**config.mk**
```make
export PLATFORM = sky130hd
export DESIGN_NAME = rs485_idle_gap_frame_receiver_flat
export DESIGN_NICKNAME = d
export VERILOG_FILES = /design/src/hdl/rsgap_pkg.sv /design/src/hdl/rsgap_if.sv /design/src/hdl/rsgap_store.sv /design/src/hdl/rsgap_ctrl.sv /design/src/hdl/rs485_idle_gap_frame_receiver.sv /design/src/flat_wrapper.sv
export VERILOG_INCLUDE_DIRS = /design/src /design/src/hdl
export SDC_FILE = /design/constraint.sdc
export NUM_CORES = 2
export LEC_CHECK = 0
export BUFFER_PORTS_ARGS = -buffer_cell sky130_fd_sc_hd__buf_2
export CAP_MARGIN = 40
export CORE_ASPECT_RATIO = 1.2
export CORE_MARGIN = 5
export CORE_UTILIZATION = 50
export CTS_CLUSTER_DIAMETER = 40
export CTS_CLUSTER_SIZE = 25
export DETAILED_ROUTE_END_ITERATION = 7
export GPL_TIMING_DRIVEN = 0
export PLACE_DENSITY_LB_ADDON = 0.1
export SKIP_LAST_GASP = 1
export SLEW_MARGIN = 20
export SYNTH_ARGS = -nofsm -noshare
export SYNTH_HDL_FRONTEND = slang
export SYNTH_SLANG_ARGS = --single-unit
export TNS_END_PERCENT = 20
```
**constraint.sdc**
```tcl
create_clock -name clk_i -period 6.3 [get_ports clk_i]
set_clock_uncertainty 0.15 [all_clocks]
set_input_delay 0.315 -clock clk_i [delete_from_list [all_inputs] [get_ports clk_i]]
set_output_delay 0.315 -clock clk_i [all_outputs]
set_load 0.005 [all_outputs]
```
**src/hdl/assert_macros.svh**
```systemverilog
// Assertion helpers for the RTL files; rsgap_ctrl includes them.
`ifndef ASSERT_MACROS_SVH
`define ASSERT_MACROS_SVH

// Check a property on every clock edge outside reset.
`define ASSERT_RST(lbl, clk, rst_n, prop, msg) \
  lbl: assert property (@(posedge clk) disable iff (!rst_n) (prop)) else $error(msg);

// Check a property on every clock edge, reset included.
`define ASSERT_ALWAYS(lbl, clk, prop, msg) \
  lbl: assert property (@(posedge clk) (prop)) else $error(msg);

`endif

```
**src/hdl/rsgap_pkg.sv**
```systemverilog
package rsgap_pkg;

  // Command codes
  localparam logic [2:0] CMD_RX_BYTE = 3'd0;
  localparam logic [2:0] CMD_TICK    = 3'd1;
  localparam logic [2:0] CMD_READ    = 3'd2;
  localparam logic [2:0] CMD_RELEASE = 3'd3;
  localparam logic [2:0] CMD_TX_REQ  = 3'd4;
  localparam logic [2:0] CMD_TX_DONE = 3'd5;

  // Link modes
  localparam logic [1:0] MODE_IDLE = 2'd0;
  localparam logic [1:0] MODE_TX   = 2'd1;
  localparam logic [1:0] MODE_RX   = 2'd2;

  // Register indexes
  localparam int unsigned REG_IDX_W = 1;
  localparam logic [REG_IDX_W-1:0] REG_GAP_TICKS = 1'b0;
  localparam logic [REG_IDX_W-1:0] REG_MAX_LEN   = 1'b1;

  // Reset values
  localparam logic [7:0] GAP_RESET    = 8'h03;
  localparam logic [7:0] MAXLEN_RESET = 8'd99;
  localparam logic [7:0] TIMER_RESET  = 8'd2;

  // Status of one step, without the buffer byte
  typedef struct packed {
    logic [1:0] link_state;
    logic       driver_enable;
    logic       frame_closed;
    logic [7:0] closed_len;
    logic [7:0] head_len;
    logic       tx_granted;
    logic       byte_dropped;
    logic       bus_free;
    logic       rd_hit;
  } res_t;

endpackage

```
**src/hdl/rsgap_if.sv**
```systemverilog
// Command channel
interface rsgap_in_if;
  logic       valid;
  logic       ready;
  logic [2:0] cmd;
  logic [7:0] rx_data;
  logic [6:0] read_index;

  modport source (output valid, cmd, rx_data, read_index, input ready);
  modport sink   (input valid, cmd, rx_data, read_index, output ready);
endinterface

// Status channel
interface rsgap_out_if;
  logic       valid;
  logic       ready;
  logic [1:0] link_state;
  logic       driver_enable;
  logic       frame_closed;
  logic [7:0] closed_len;
  logic [7:0] head_len;
  logic [7:0] read_data;
  logic       tx_granted;
  logic       byte_dropped;
  logic       bus_free;

  modport source (output valid, link_state, driver_enable, frame_closed, closed_len,
                  head_len, read_data, tx_granted, byte_dropped, bus_free, input ready);
  modport sink   (input valid, link_state, driver_enable, frame_closed, closed_len,
                  head_len, read_data, tx_granted, byte_dropped, bus_free, output ready);
endinterface

```
**src/hdl/rsgap_store.sv**
```systemverilog
module rsgap_store #(
  parameter int unsigned DEPTH  = 256,
  parameter int unsigned ADDR_W = 8
) (
  input  logic              clk_i,
  input  logic              we_i,
  input  logic [ADDR_W-1:0] waddr_i,
  input  logic [7:0]        wdata_i,
  input  logic              re_i,
  input  logic [ADDR_W-1:0] raddr_i,
  output logic [7:0]        rdata_o
);

  logic [7:0] mem [DEPTH];
  logic [7:0] rdata_q;

  // Write a stored byte, register a read; hold the read data between reads
  always_ff @(posedge clk_i) begin
    if (we_i) begin
      mem[waddr_i] <= wdata_i;
    end
    if (re_i) begin
      rdata_q <= mem[raddr_i];
    end
  end

  assign rdata_o = rdata_q;

endmodule

```
**src/hdl/rsgap_ctrl.sv**
```systemverilog
module rsgap_ctrl #(
  parameter int unsigned SLOTS      = 2,
  parameter int unsigned SLOT_BYTES = 128,
  parameter int unsigned ADDR_W     = 8
) (
  input  logic                               clk_i,
  input  logic                               rst_ni,
  input  logic                               cfg_we_i,
  input  logic [rsgap_pkg::REG_IDX_W-1:0]    cfg_idx_i,
  input  logic [7:0]                         cfg_wdata_i,
  input  logic                               acc_i,
  input  logic [2:0]                         cmd_i,
  input  logic [7:0]                         rx_data_i,
  input  logic [6:0]                         read_index_i,
  output rsgap_pkg::res_t                    res_o,
  output logic                               we_o,
  output logic [ADDR_W-1:0]                  waddr_o,
  output logic [7:0]                         wdata_o,
  output logic                               re_o,
  output logic [ADDR_W-1:0]                  raddr_o
);

  import rsgap_pkg::*;
  `include "assert_macros.svh"

  localparam int unsigned SLOT_W      = $clog2(SLOTS);
  localparam logic [8:0]  SlotBytesW  = 9'(SLOT_BYTES);
  localparam logic [ADDR_W-1:0] SlotBytesA = ADDR_W'(SLOT_BYTES);

  logic [7:0]        gap_q, max_len_q;
  logic [7:0]        lengths_q [SLOTS];
  logic [7:0]        lengths_d [SLOTS];
  logic [SLOT_W-1:0] fill_q, fill_d, head_q, head_d;
  logic [7:0]        bc_q, bc_d, timer_q, timer_d;
  logic [1:0]        mode_q, mode_d;

  logic [8:0]        lim, cnt, head_len9;
  logic              closed, granted, dropped, rd_hit;
  logic [7:0]        closed_len;
  logic [SLOT_W-1:0] wslot;
  logic [7:0]        wpos;

  function automatic logic [SLOT_W-1:0] next_slot(input logic [SLOT_W-1:0] s);
    logic [SLOT_W-1:0] r;
    r = ((32'(s) + 32'd1) >= 32'(SLOTS)) ? '0 : s + 1'b1;
    return r;
  endfunction

  // Frame limit in force
  assign lim = (9'(max_len_q) > SlotBytesW) ? SlotBytesW : 9'(max_len_q);
  assign head_len9 = 9'(lengths_q[head_q]);

  // Work out the effect of one item
  always_comb begin
    lengths_d  = lengths_q;
    fill_d     = fill_q;
    head_d     = head_q;
    bc_d       = bc_q;
    timer_d    = timer_q;
    mode_d     = mode_q;
    closed     = 1'b0;
    closed_len = '0;
    granted    = 1'b0;
    dropped    = 1'b0;
    rd_hit     = 1'b0;
    we_o       = 1'b0;
    wslot      = fill_q;
    wpos       = bc_q;
    cnt        = '0;
    if (acc_i) begin
      case (cmd_i)
        CMD_RX_BYTE: begin
          if (mode_q != MODE_TX) begin
            mode_d = MODE_RX;
            if (lengths_q[fill_q] != '0) begin
              dropped = 1'b1;
            end else begin
              // close on a late byte
              if (timer_q == '0 && bc_q != '0) begin
                lengths_d[fill_q] = bc_q;
                closed_len        = bc_q;
                closed            = 1'b1;
                fill_d            = next_slot(fill_q);
                bc_d              = '0;
              end
              if (lengths_d[fill_d] != '0) begin
                dropped = 1'b1;
              end else begin
                we_o    = (9'(bc_d) < SlotBytesW);
                wslot   = fill_d;
                wpos    = bc_d;
                cnt     = 9'(bc_d) + 9'd1;
                bc_d    = cnt[7:0];
                timer_d = gap_q;
                // close at the length limit
                if (cnt >= lim) begin
                  lengths_d[fill_d] = cnt[7:0];
                  closed_len        = cnt[7:0];
                  closed            = 1'b1;
                  fill_d            = next_slot(fill_d);
                  bc_d              = '0;
                  mode_d            = MODE_IDLE;
                end
              end
            end
          end
        end
        CMD_TICK: begin
          if (timer_q != '0) begin
            timer_d = timer_q - 8'd1;
          end else if (mode_q == MODE_RX) begin
            if (bc_q != '0) begin
              lengths_d[fill_q] = bc_q;
              closed_len        = bc_q;
              closed            = 1'b1;
              fill_d            = next_slot(fill_q);
              bc_d              = '0;
            end
            mode_d = MODE_IDLE;
          end
        end
        CMD_READ: begin
          rd_hit = (head_len9 != '0) && (9'(read_index_i) < head_len9) &&
                   (9'(read_index_i) < SlotBytesW);
        end
        CMD_RELEASE: begin
          if (lengths_q[head_q] != '0) begin
            lengths_d[head_q] = '0;
            head_d            = next_slot(head_q);
          end
        end
        CMD_TX_REQ: begin
          if (mode_q == MODE_IDLE && timer_q == '0) begin
            mode_d  = MODE_TX;
            granted = 1'b1;
          end
        end
        CMD_TX_DONE: begin
          if (mode_q == MODE_TX) begin
            mode_d = MODE_IDLE;
          end
        end
        default: begin
        end
      endcase
    end
  end

  // Buffer access
  assign waddr_o = ADDR_W'(wslot) * SlotBytesA + ADDR_W'(wpos);
  assign wdata_o = rx_data_i;
  assign re_o    = rd_hit;
  assign raddr_o = ADDR_W'(head_q) * SlotBytesA + ADDR_W'(read_index_i);

  // Status after the step
  always_comb begin
    res_o.link_state    = mode_d;
    res_o.driver_enable = (mode_d == MODE_TX);
    res_o.frame_closed  = closed;
    res_o.closed_len    = closed_len;
    res_o.head_len      = lengths_d[head_d];
    res_o.tx_granted    = granted;
    res_o.byte_dropped  = dropped;
    res_o.bus_free      = (timer_d == '0);
    res_o.rd_hit        = rd_hit;
  end

  // Hold state; advance on each accepted item
  always_ff @(posedge clk_i or negedge rst_ni) begin
    if (!rst_ni) begin
      gap_q     <= GAP_RESET;
      max_len_q <= MAXLEN_RESET;
      for (int i = 0; i < SLOTS; i++) begin
        lengths_q[i] <= '0;
      end
      fill_q    <= '0;
      head_q    <= '0;
      bc_q      <= '0;
      timer_q   <= TIMER_RESET;
      mode_q    <= MODE_IDLE;
    end else begin
      if (cfg_we_i) begin
        case (cfg_idx_i)
          REG_GAP_TICKS: gap_q     <= cfg_wdata_i;
          REG_MAX_LEN:   max_len_q <= cfg_wdata_i;
          default: begin
          end
        endcase
      end
      lengths_q <= lengths_d;
      fill_q    <= fill_d;
      head_q    <= head_d;
      bc_q      <= bc_d;
      timer_q   <= timer_d;
      mode_q    <= mode_d;
    end
  end

  `ASSERT_RST(a_tx_bus_quiet, clk_i, rst_ni, mode_q == MODE_TX |-> timer_q == '0, "transmitting while bus timer runs")
  `ASSERT_RST(a_fill_free, clk_i, rst_ni, bc_q != '0 |-> lengths_q[fill_q] == '0, "bytes stored into a pending slot")
  `ASSERT_RST(a_count_fits, clk_i, rst_ni, 9'(bc_q) < SlotBytesW, "byte count past slot size")
  `ASSERT_RST(a_release, clk_i, rst_ni, acc_i && cmd_i == CMD_RELEASE && lengths_q[head_q] != '0 |=> lengths_q[$past(head_q)] == '0, "released slot still pending")

endmodule

```
**src/hdl/rs485_idle_gap_frame_receiver.sv**
```systemverilog
// RS485 half-duplex receiver that delimits frames by an idle gap.
// in_i carries one command per item: a received byte, a 1 ms tick, a read
// of a byte of the oldest pending frame, a release of that frame, a bus
// request and a transmit-done report. out_o returns one status item for
// every command item, in order.
// Registers gap_ticks and max_frame_len are written through cfg_we_i,
// cfg_idx_i and cfg_wdata_i; the user must write them only while no item
// is in flight, as the block does not enforce it. The status item is
// registered at the edge that accepts the command, and the buffer read for
// a byte read is taken from the frame memory at that same edge. One item is
// accepted every cycle unless out_o stalls; the single read-modify-write of
// the slot length words and one memory port access per item set that rate.
// in_i.ready follows out_o: a new item is taken when no status waits or the
// waiting one is taken in the same cycle; a stalled status item holds.
// Reset clears all length words (no frame pending), the slot pointers, the
// byte count and the mode, and loads the gap timer with two ticks. The frame
// memory is not cleared; bytes beyond a frame's length are never returned.
module rs485_idle_gap_frame_receiver #(
  parameter int unsigned SLOTS      = 2,
  parameter int unsigned SLOT_BYTES = 128
) (
  input  logic                            clk_i,
  input  logic                            rst_ni,
  input  logic                            cfg_we_i,
  input  logic [rsgap_pkg::REG_IDX_W-1:0] cfg_idx_i,
  input  logic [7:0]                      cfg_wdata_i,
  rsgap_in_if.sink                        in_i,
  rsgap_out_if.source                     out_o
);

  import rsgap_pkg::*;

  localparam int unsigned DEPTH  = SLOTS * SLOT_BYTES;
  localparam int unsigned ADDR_W = $clog2(DEPTH);

  logic              acc;
  logic              out_valid_q;
  res_t              res, res_q;
  logic              we, re;
  logic [ADDR_W-1:0] waddr, raddr;
  logic [7:0]        wdata, rdata;

  assign in_i.ready = !out_valid_q || out_o.ready;
  assign acc        = in_i.valid && in_i.ready;

  rsgap_ctrl #(
    .SLOTS      (SLOTS),
    .SLOT_BYTES (SLOT_BYTES),
    .ADDR_W     (ADDR_W)
  ) u_ctrl (
    .clk_i        (clk_i),
    .rst_ni       (rst_ni),
    .cfg_we_i     (cfg_we_i),
    .cfg_idx_i    (cfg_idx_i),
    .cfg_wdata_i  (cfg_wdata_i),
    .acc_i        (acc),
    .cmd_i        (in_i.cmd),
    .rx_data_i    (in_i.rx_data),
    .read_index_i (in_i.read_index),
    .res_o        (res),
    .we_o         (we),
    .waddr_o      (waddr),
    .wdata_o      (wdata),
    .re_o         (re),
    .raddr_o      (raddr)
  );

  rsgap_store #(
    .DEPTH  (DEPTH),
    .ADDR_W (ADDR_W)
  ) u_store (
    .clk_i   (clk_i),
    .we_i    (we),
    .waddr_i (waddr),
    .wdata_i (wdata),
    .re_i    (re),
    .raddr_i (raddr),
    .rdata_o (rdata)
  );

  // Track the status register's valid flag
  always_ff @(posedge clk_i or negedge rst_ni) begin
    if (!rst_ni) begin
      out_valid_q <= 1'b0;
    end else if (acc) begin
      out_valid_q <= 1'b1;
    end else if (out_o.ready) begin
      out_valid_q <= 1'b0;
    end
  end

  // Capture status of each accepted item
  always_ff @(posedge clk_i) begin
    if (acc) begin
      res_q <= res;
    end
  end

  assign out_o.valid         = out_valid_q;
  assign out_o.link_state    = res_q.link_state;
  assign out_o.driver_enable = res_q.driver_enable;
  assign out_o.frame_closed  = res_q.frame_closed;
  assign out_o.closed_len    = res_q.closed_len;
  assign out_o.head_len      = res_q.head_len;
  assign out_o.read_data     = res_q.rd_hit ? rdata : 8'd0;
  assign out_o.tx_granted    = res_q.tx_granted;
  assign out_o.byte_dropped  = res_q.byte_dropped;
  assign out_o.bus_free      = res_q.bus_free;

endmodule

```
**src/flat_wrapper.sv**
```systemverilog
// flat-port wrapper written by rule: the top's interface ports become plain ports
module rs485_idle_gap_frame_receiver_flat import rsgap_pkg::*;
#(
  parameter int unsigned SLOTS      = 2,
  parameter int unsigned SLOT_BYTES = 128
)
  (clk_i, rst_ni, cfg_we_i, cfg_idx_i, cfg_wdata_i, in_i_valid, in_i_cmd, in_i_rx_data, in_i_read_index, in_i_ready, out_o_valid, out_o_link_state, out_o_driver_enable, out_o_frame_closed, out_o_closed_len, out_o_head_len, out_o_read_data, out_o_tx_granted, out_o_byte_dropped, out_o_bus_free, out_o_ready);
  rsgap_in_if in_i_i ();
  rsgap_out_if out_o_i ();
  input  logic clk_i;
  input  logic rst_ni;
  input  logic cfg_we_i;
  input  logic [rsgap_pkg::REG_IDX_W-1:0] cfg_idx_i;
  input  logic [7:0] cfg_wdata_i;
  input wire logic [$bits(in_i_i.valid)-1:0] in_i_valid;
  input wire logic [$bits(in_i_i.cmd)-1:0] in_i_cmd;
  input wire logic [$bits(in_i_i.rx_data)-1:0] in_i_rx_data;
  input wire logic [$bits(in_i_i.read_index)-1:0] in_i_read_index;
  output wire logic [$bits(in_i_i.ready)-1:0] in_i_ready;
  output wire logic [$bits(out_o_i.valid)-1:0] out_o_valid;
  output wire logic [$bits(out_o_i.link_state)-1:0] out_o_link_state;
  output wire logic [$bits(out_o_i.driver_enable)-1:0] out_o_driver_enable;
  output wire logic [$bits(out_o_i.frame_closed)-1:0] out_o_frame_closed;
  output wire logic [$bits(out_o_i.closed_len)-1:0] out_o_closed_len;
  output wire logic [$bits(out_o_i.head_len)-1:0] out_o_head_len;
  output wire logic [$bits(out_o_i.read_data)-1:0] out_o_read_data;
  output wire logic [$bits(out_o_i.tx_granted)-1:0] out_o_tx_granted;
  output wire logic [$bits(out_o_i.byte_dropped)-1:0] out_o_byte_dropped;
  output wire logic [$bits(out_o_i.bus_free)-1:0] out_o_bus_free;
  input wire logic [$bits(out_o_i.ready)-1:0] out_o_ready;
  assign in_i_i.valid = in_i_valid;
  assign in_i_i.cmd = in_i_cmd;
  assign in_i_i.rx_data = in_i_rx_data;
  assign in_i_i.read_index = in_i_read_index;
  assign in_i_ready = in_i_i.ready;
  assign out_o_valid = out_o_i.valid;
  assign out_o_link_state = out_o_i.link_state;
  assign out_o_driver_enable = out_o_i.driver_enable;
  assign out_o_frame_closed = out_o_i.frame_closed;
  assign out_o_closed_len = out_o_i.closed_len;
  assign out_o_head_len = out_o_i.head_len;
  assign out_o_read_data = out_o_i.read_data;
  assign out_o_tx_granted = out_o_i.tx_granted;
  assign out_o_byte_dropped = out_o_i.byte_dropped;
  assign out_o_bus_free = out_o_i.bus_free;
  assign out_o_i.ready = out_o_ready;
  rs485_idle_gap_frame_receiver #(.SLOTS(SLOTS), .SLOT_BYTES(SLOT_BYTES)) u_core (.clk_i(clk_i), .rst_ni(rst_ni), .cfg_we_i(cfg_we_i), .cfg_idx_i(cfg_idx_i), .cfg_wdata_i(cfg_wdata_i), .in_i(in_i_i), .out_o(out_o_i));
endmodule
```
==> results.md <==
* CTS sink cnt at approximately 2100
* Total GRT Usage at 0.272
* Starting Density at 0.504
* Core area at between 150000 and 200000 µm²
* Pre-antenna DRT Iters at 6
* Drt drc at 0
* Worst Reg-to-Reg Cells at 21
* Syn_nets at 4129
* Clock root buffer: clkbuf_16
* Post-CTS setup buffer count at 0
* Pwr Total at 32.4 mW
* # H-tree levels at 4
* Sequential share of power at 0.485
* Setup crit end kind: register
* Clk slew on worst S/H paths at ~0.070 ns
* VDD IR max at approximately 0.00030 V
* GP Congestion at 0.922
* Main synth FF type: edfxtp_1
* CP startpoint kind: register
* Final Max Tran Viols at 0
* Dominant cells by area after synthesis: edfxtp_1, mux4_2, nor2_1, dfrtp_1, a22oi_1
* Largest net degree at the start of global routing at between 100 and 150
* Max stage delay on crit path at 0.56 ns
* Cts bufs inserted at about 220
* Critical path fanouts, max at 16
* Unrepaired setup endpoints after global routing: false
* Bufs and invs on worst path at 6
* Number of global-route vias before repair at 44680
* Power Density at 333 nW/µm²
* Worst Tran Pin Value at approximately 1.1 ns
* DR iter-0 viols at 5538
* Slowest CP cell: dfstp_2
* Port bufs at 63
* Net Sw Frac at 0.253
* Synth async-reset ratio at 0.0248
* Hold Startpoint: cfg_wdata_i[4]
* Reg-to-reg setup timing slack at 0.59 ns
* RR Endpoint: u_core.out_o.head_len[5]
* Status: completed
* Final net count at 4603
* DR WL/cell at around 34 µm
* Critical path class: register to register
* Die ar. at 176000 µm²
* Core Util, Final at 0.583
* CTS tree: built
* CP cell instances: inv_1 -> ha_1 -> or3b_2 -> or2_0 -> buf_2 -> nand2_1 -> inv_1 -> ha_1 -> nand4_1 -> xor2_1 -> nor2_1 -> ha_1 -> and4_1 -> a41oi_1 -> o311ai_0 -> buf_2 -> clkbuf_1 -> a41oi_1 -> inv_1 -> o21ai_0 -> a2bb2oi_1
* Syn Inst Count at about 4100
* LEAKAGE at 30.7 nW
* Slack of the critical path at 0.591 ns
* Switching power at approximately 8.2 mW
* Seq/Total Area, Yosys at 0.760
* Worst hold stages at 3
* Die height at between 400 and 500 µm
* Post-synthesis register bit count at 2133
* Total grt overflow at 0
* First-pass GRT wire length at 338000 µm
* Post-synth top area share at 0.744
* I/O pin total at 65
* Share of post-route cells with drive strength above 1 at 0.276
* Routed wire length at 239000 µm
* Tcrit/Tclk final at 0.906
* # setup viols final at 0
* Post-synthesis cell area at 83900 µm²
* Final Critical Period at 5.71 ns
* Clock share of power at 0.426
* Synth area leader: edfxtp_1
* Post-route ant nets at 0
* Slew Limit Headroom at 0.290
* Reg2reg start: u_core.u_ctrl.timer_q[1]
* Hold WC Path Type: input pin to register
* Int Pwr at 24.2 mW
* Die X at around 380 µm
* Max_cap viols at 0
* Dpl hpwl at 162000 µm
* Pre-CTS setup slack at 0.351 ns
* Initial antenna violation count at 12
* Vias after detailed routing at 44552
* Top Family by Delay on Critical Path: compound AO/OA/AOI/OAI gates
* Critical Path AT at between 6 and 7 ns
* Comb pwr share at 0.089
* Total negative slack at 0 ns
* Post-synth EDFFs at 2080
* Worst Hold Path EP: u_core.u_ctrl.gap_q[4]
* WP data required at 6.75 ns
* CTS max path bufs at 3
* Row Count at 164
* Crit. Startpoint: u_core.u_ctrl.timer_q[1]
* Syn Area/Cell at 20.6 µm²
* Post-DR vias/cell at 6.37
* Yosys Warn Count at 0
* Final-report hold violation count at 0
* Synth cell types at 82
* Fmax at 175 MHz
* Layout area overhead at 15.8%
* Clock Latency Late Sink at 0.86 ns
-- kinds of logic (layout without fill, tap and decap cells) --
group,Yosys count,after routing,synth area share
buffers and inverters,283,953,0.0149
muxes,551,551,0.142
adders and majority gates,17,17,0.00253
other,0,5,0
and+or+nand+nor,543,543,0.0311
xor gates and xnor gates,9,9,0.000939
DFF,2133,2133,0.760
AOI/OAI and AO/OA,544,544,0.0479
-- cell type report --
| cell class | instances | area, µm² |
|---|---|---|
| Timing Repair Buffer | 254 | 2570 |
| Multi-Input combinational cell | 1664 | 18900 |
| Clock buffer | 232 | 5610 |
| Tap cell | 2241 | 2800 |
| Antenna cell | 5 | 12.5 |
| Sequential cell | 2133 | 63800 |
| Buffer | 271 | 1230 |
| Fill cell | 12334 | 69400 |
| Inverter | 11 | 41.3 |
| Clock inverter | 185 | 2230 |
-- cells in the mapped netlist, drive strengths merged, types with 28 or more instances --
library cell     n
nor2           310
edfxtp        2080
o21ai           47
a22oi          137
a21oi           92
nor3            33
buf            126
o221ai          28
a22o            79
dfrtp           46
a221oi          64
clkbuf         146
nand2           72
mux4           512
-- cells in the final DEF (no fill, tap or decap), drive strengths merged, types with 6 or more instances in the layout --
cell type,count
a21o,7
a21oi,92
a221oi,64
a22o,79
a22oi,137
a31oi,12
and2,16
and3,6
buf,351
bufinv,20
clkbuf,377
clkinv,70
clkinvlp,21
dfrtp,46
dfstp,7
dlygate4sd3,29
edfxtp,2080
ha,17
inv,85
mux2,23
mux2i,16
mux4,512
nand2,72
nand2b,10
nand3,18
nand4,14
nor2,310
nor2b,13
nor3,33
nor3b,6
nor4,14
o21ai,47
o221ai,28
o22ai,20
o31ai,7
or3,8
or4,10
-- timing repair --
action	in CTS	in global routing
endpoints found under the hold margin	721	0
gates resized for setup	0	1
hold buffers	30	0
endpoints found under the setup margin	0	2
-- per-layer routing --
| metal | track usage | vias to the layer above | wire (µm) |
|---|---|---|---|
| met1 | 0.373 | 23773 | 92500 |
| met5 | 0 | - | 14 |
| li1 | - | 18225 | - |
| met2 | 0.451 | 2131 | 119000 |
| met3 | 0.0508 | 421 | 19000 |
| met4 | 0.0828 | 2 | 8230 |
-- per-stage QoR --
step	cell area, µm²	hold slack [ns]	std cells
final	97200	0.111	6996
after global routing	97200	0.0851	6992
after CTS	96800	0.0480	6942
after global placement	87000	0.341	6384
after floorplan	83900	-0.131	4080
after detailed placement	88600	0.272	6495
-- registers in the layout, summed over array words and instances, names as in the netlist --
| register | count |
|---|---|
| u_core.out_o.byte_dropped | 1 |
| u_core.out_o.tx_granted | 1 |
| u_core.u_ctrl.max_len_q | 8 |
| u_core.u_ctrl.gap_q | 8 |
| u_core.u_ctrl.mode_q | 2 |
| u_core.u_ctrl.bc_q | 8 |
| u_core.out_o.bus_free | 1 |
| u_core.res_q | 1 |
| u_core.out_o.valid | 1 |
| u_core.out_o.head_len | 8 |
| u_core.u_store.mem | 2048 |
| u_core.u_ctrl.timer_q | 8 |
| u_core.u_ctrl.lengths_q | 16 |
| u_core.out_o.frame_closed | 1 |
| u_core.u_store.rdata_o | 8 |
| u_core.out_o.link_state | 2 |
| u_core.out_o.closed_len | 8 |
| u_core.u_ctrl.head_q | 1 |
| u_core.u_ctrl.fill_q | 1 |
| u_core.out_o.driver_enable | 1 |
-- worst max-delay path by stage --
stage / depth (start not counted) / to
2_1_floorplan: 19 / u_core.out_o.head_len[0]
3_3_place_gp: 9 / u_core.u_store.mem[195][7]
3_5_place_dp: 23 / u_core.out_o.head_len[5]
4_1_cts: 23 / u_core.out_o.head_len[5]
5_1_grt: 21 / u_core.out_o.head_len[5]
6_report: 21 / u_core.out_o.head_len[5]
-- power groups by stage --
stage          registers [mW]  clock network (mW)  logic (mW)
2_1_floorplan            16.0                   0        1.59
6_report                 15.7                13.8        2.89
3_3_place_gp             16.1                   0        2.73
3_5_place_dp             16.0                   0        2.84
4_1_cts                  15.7                14.0        2.87
5_1_grt                  15.7                14.6        3.04
-- tightest hold or removal path, stage by stage --
cell	delay, ns
dlygate4sd3_1	0.52
buf_2	0.12
mux2_2	0.14
(Power assumes the default switching activity.)
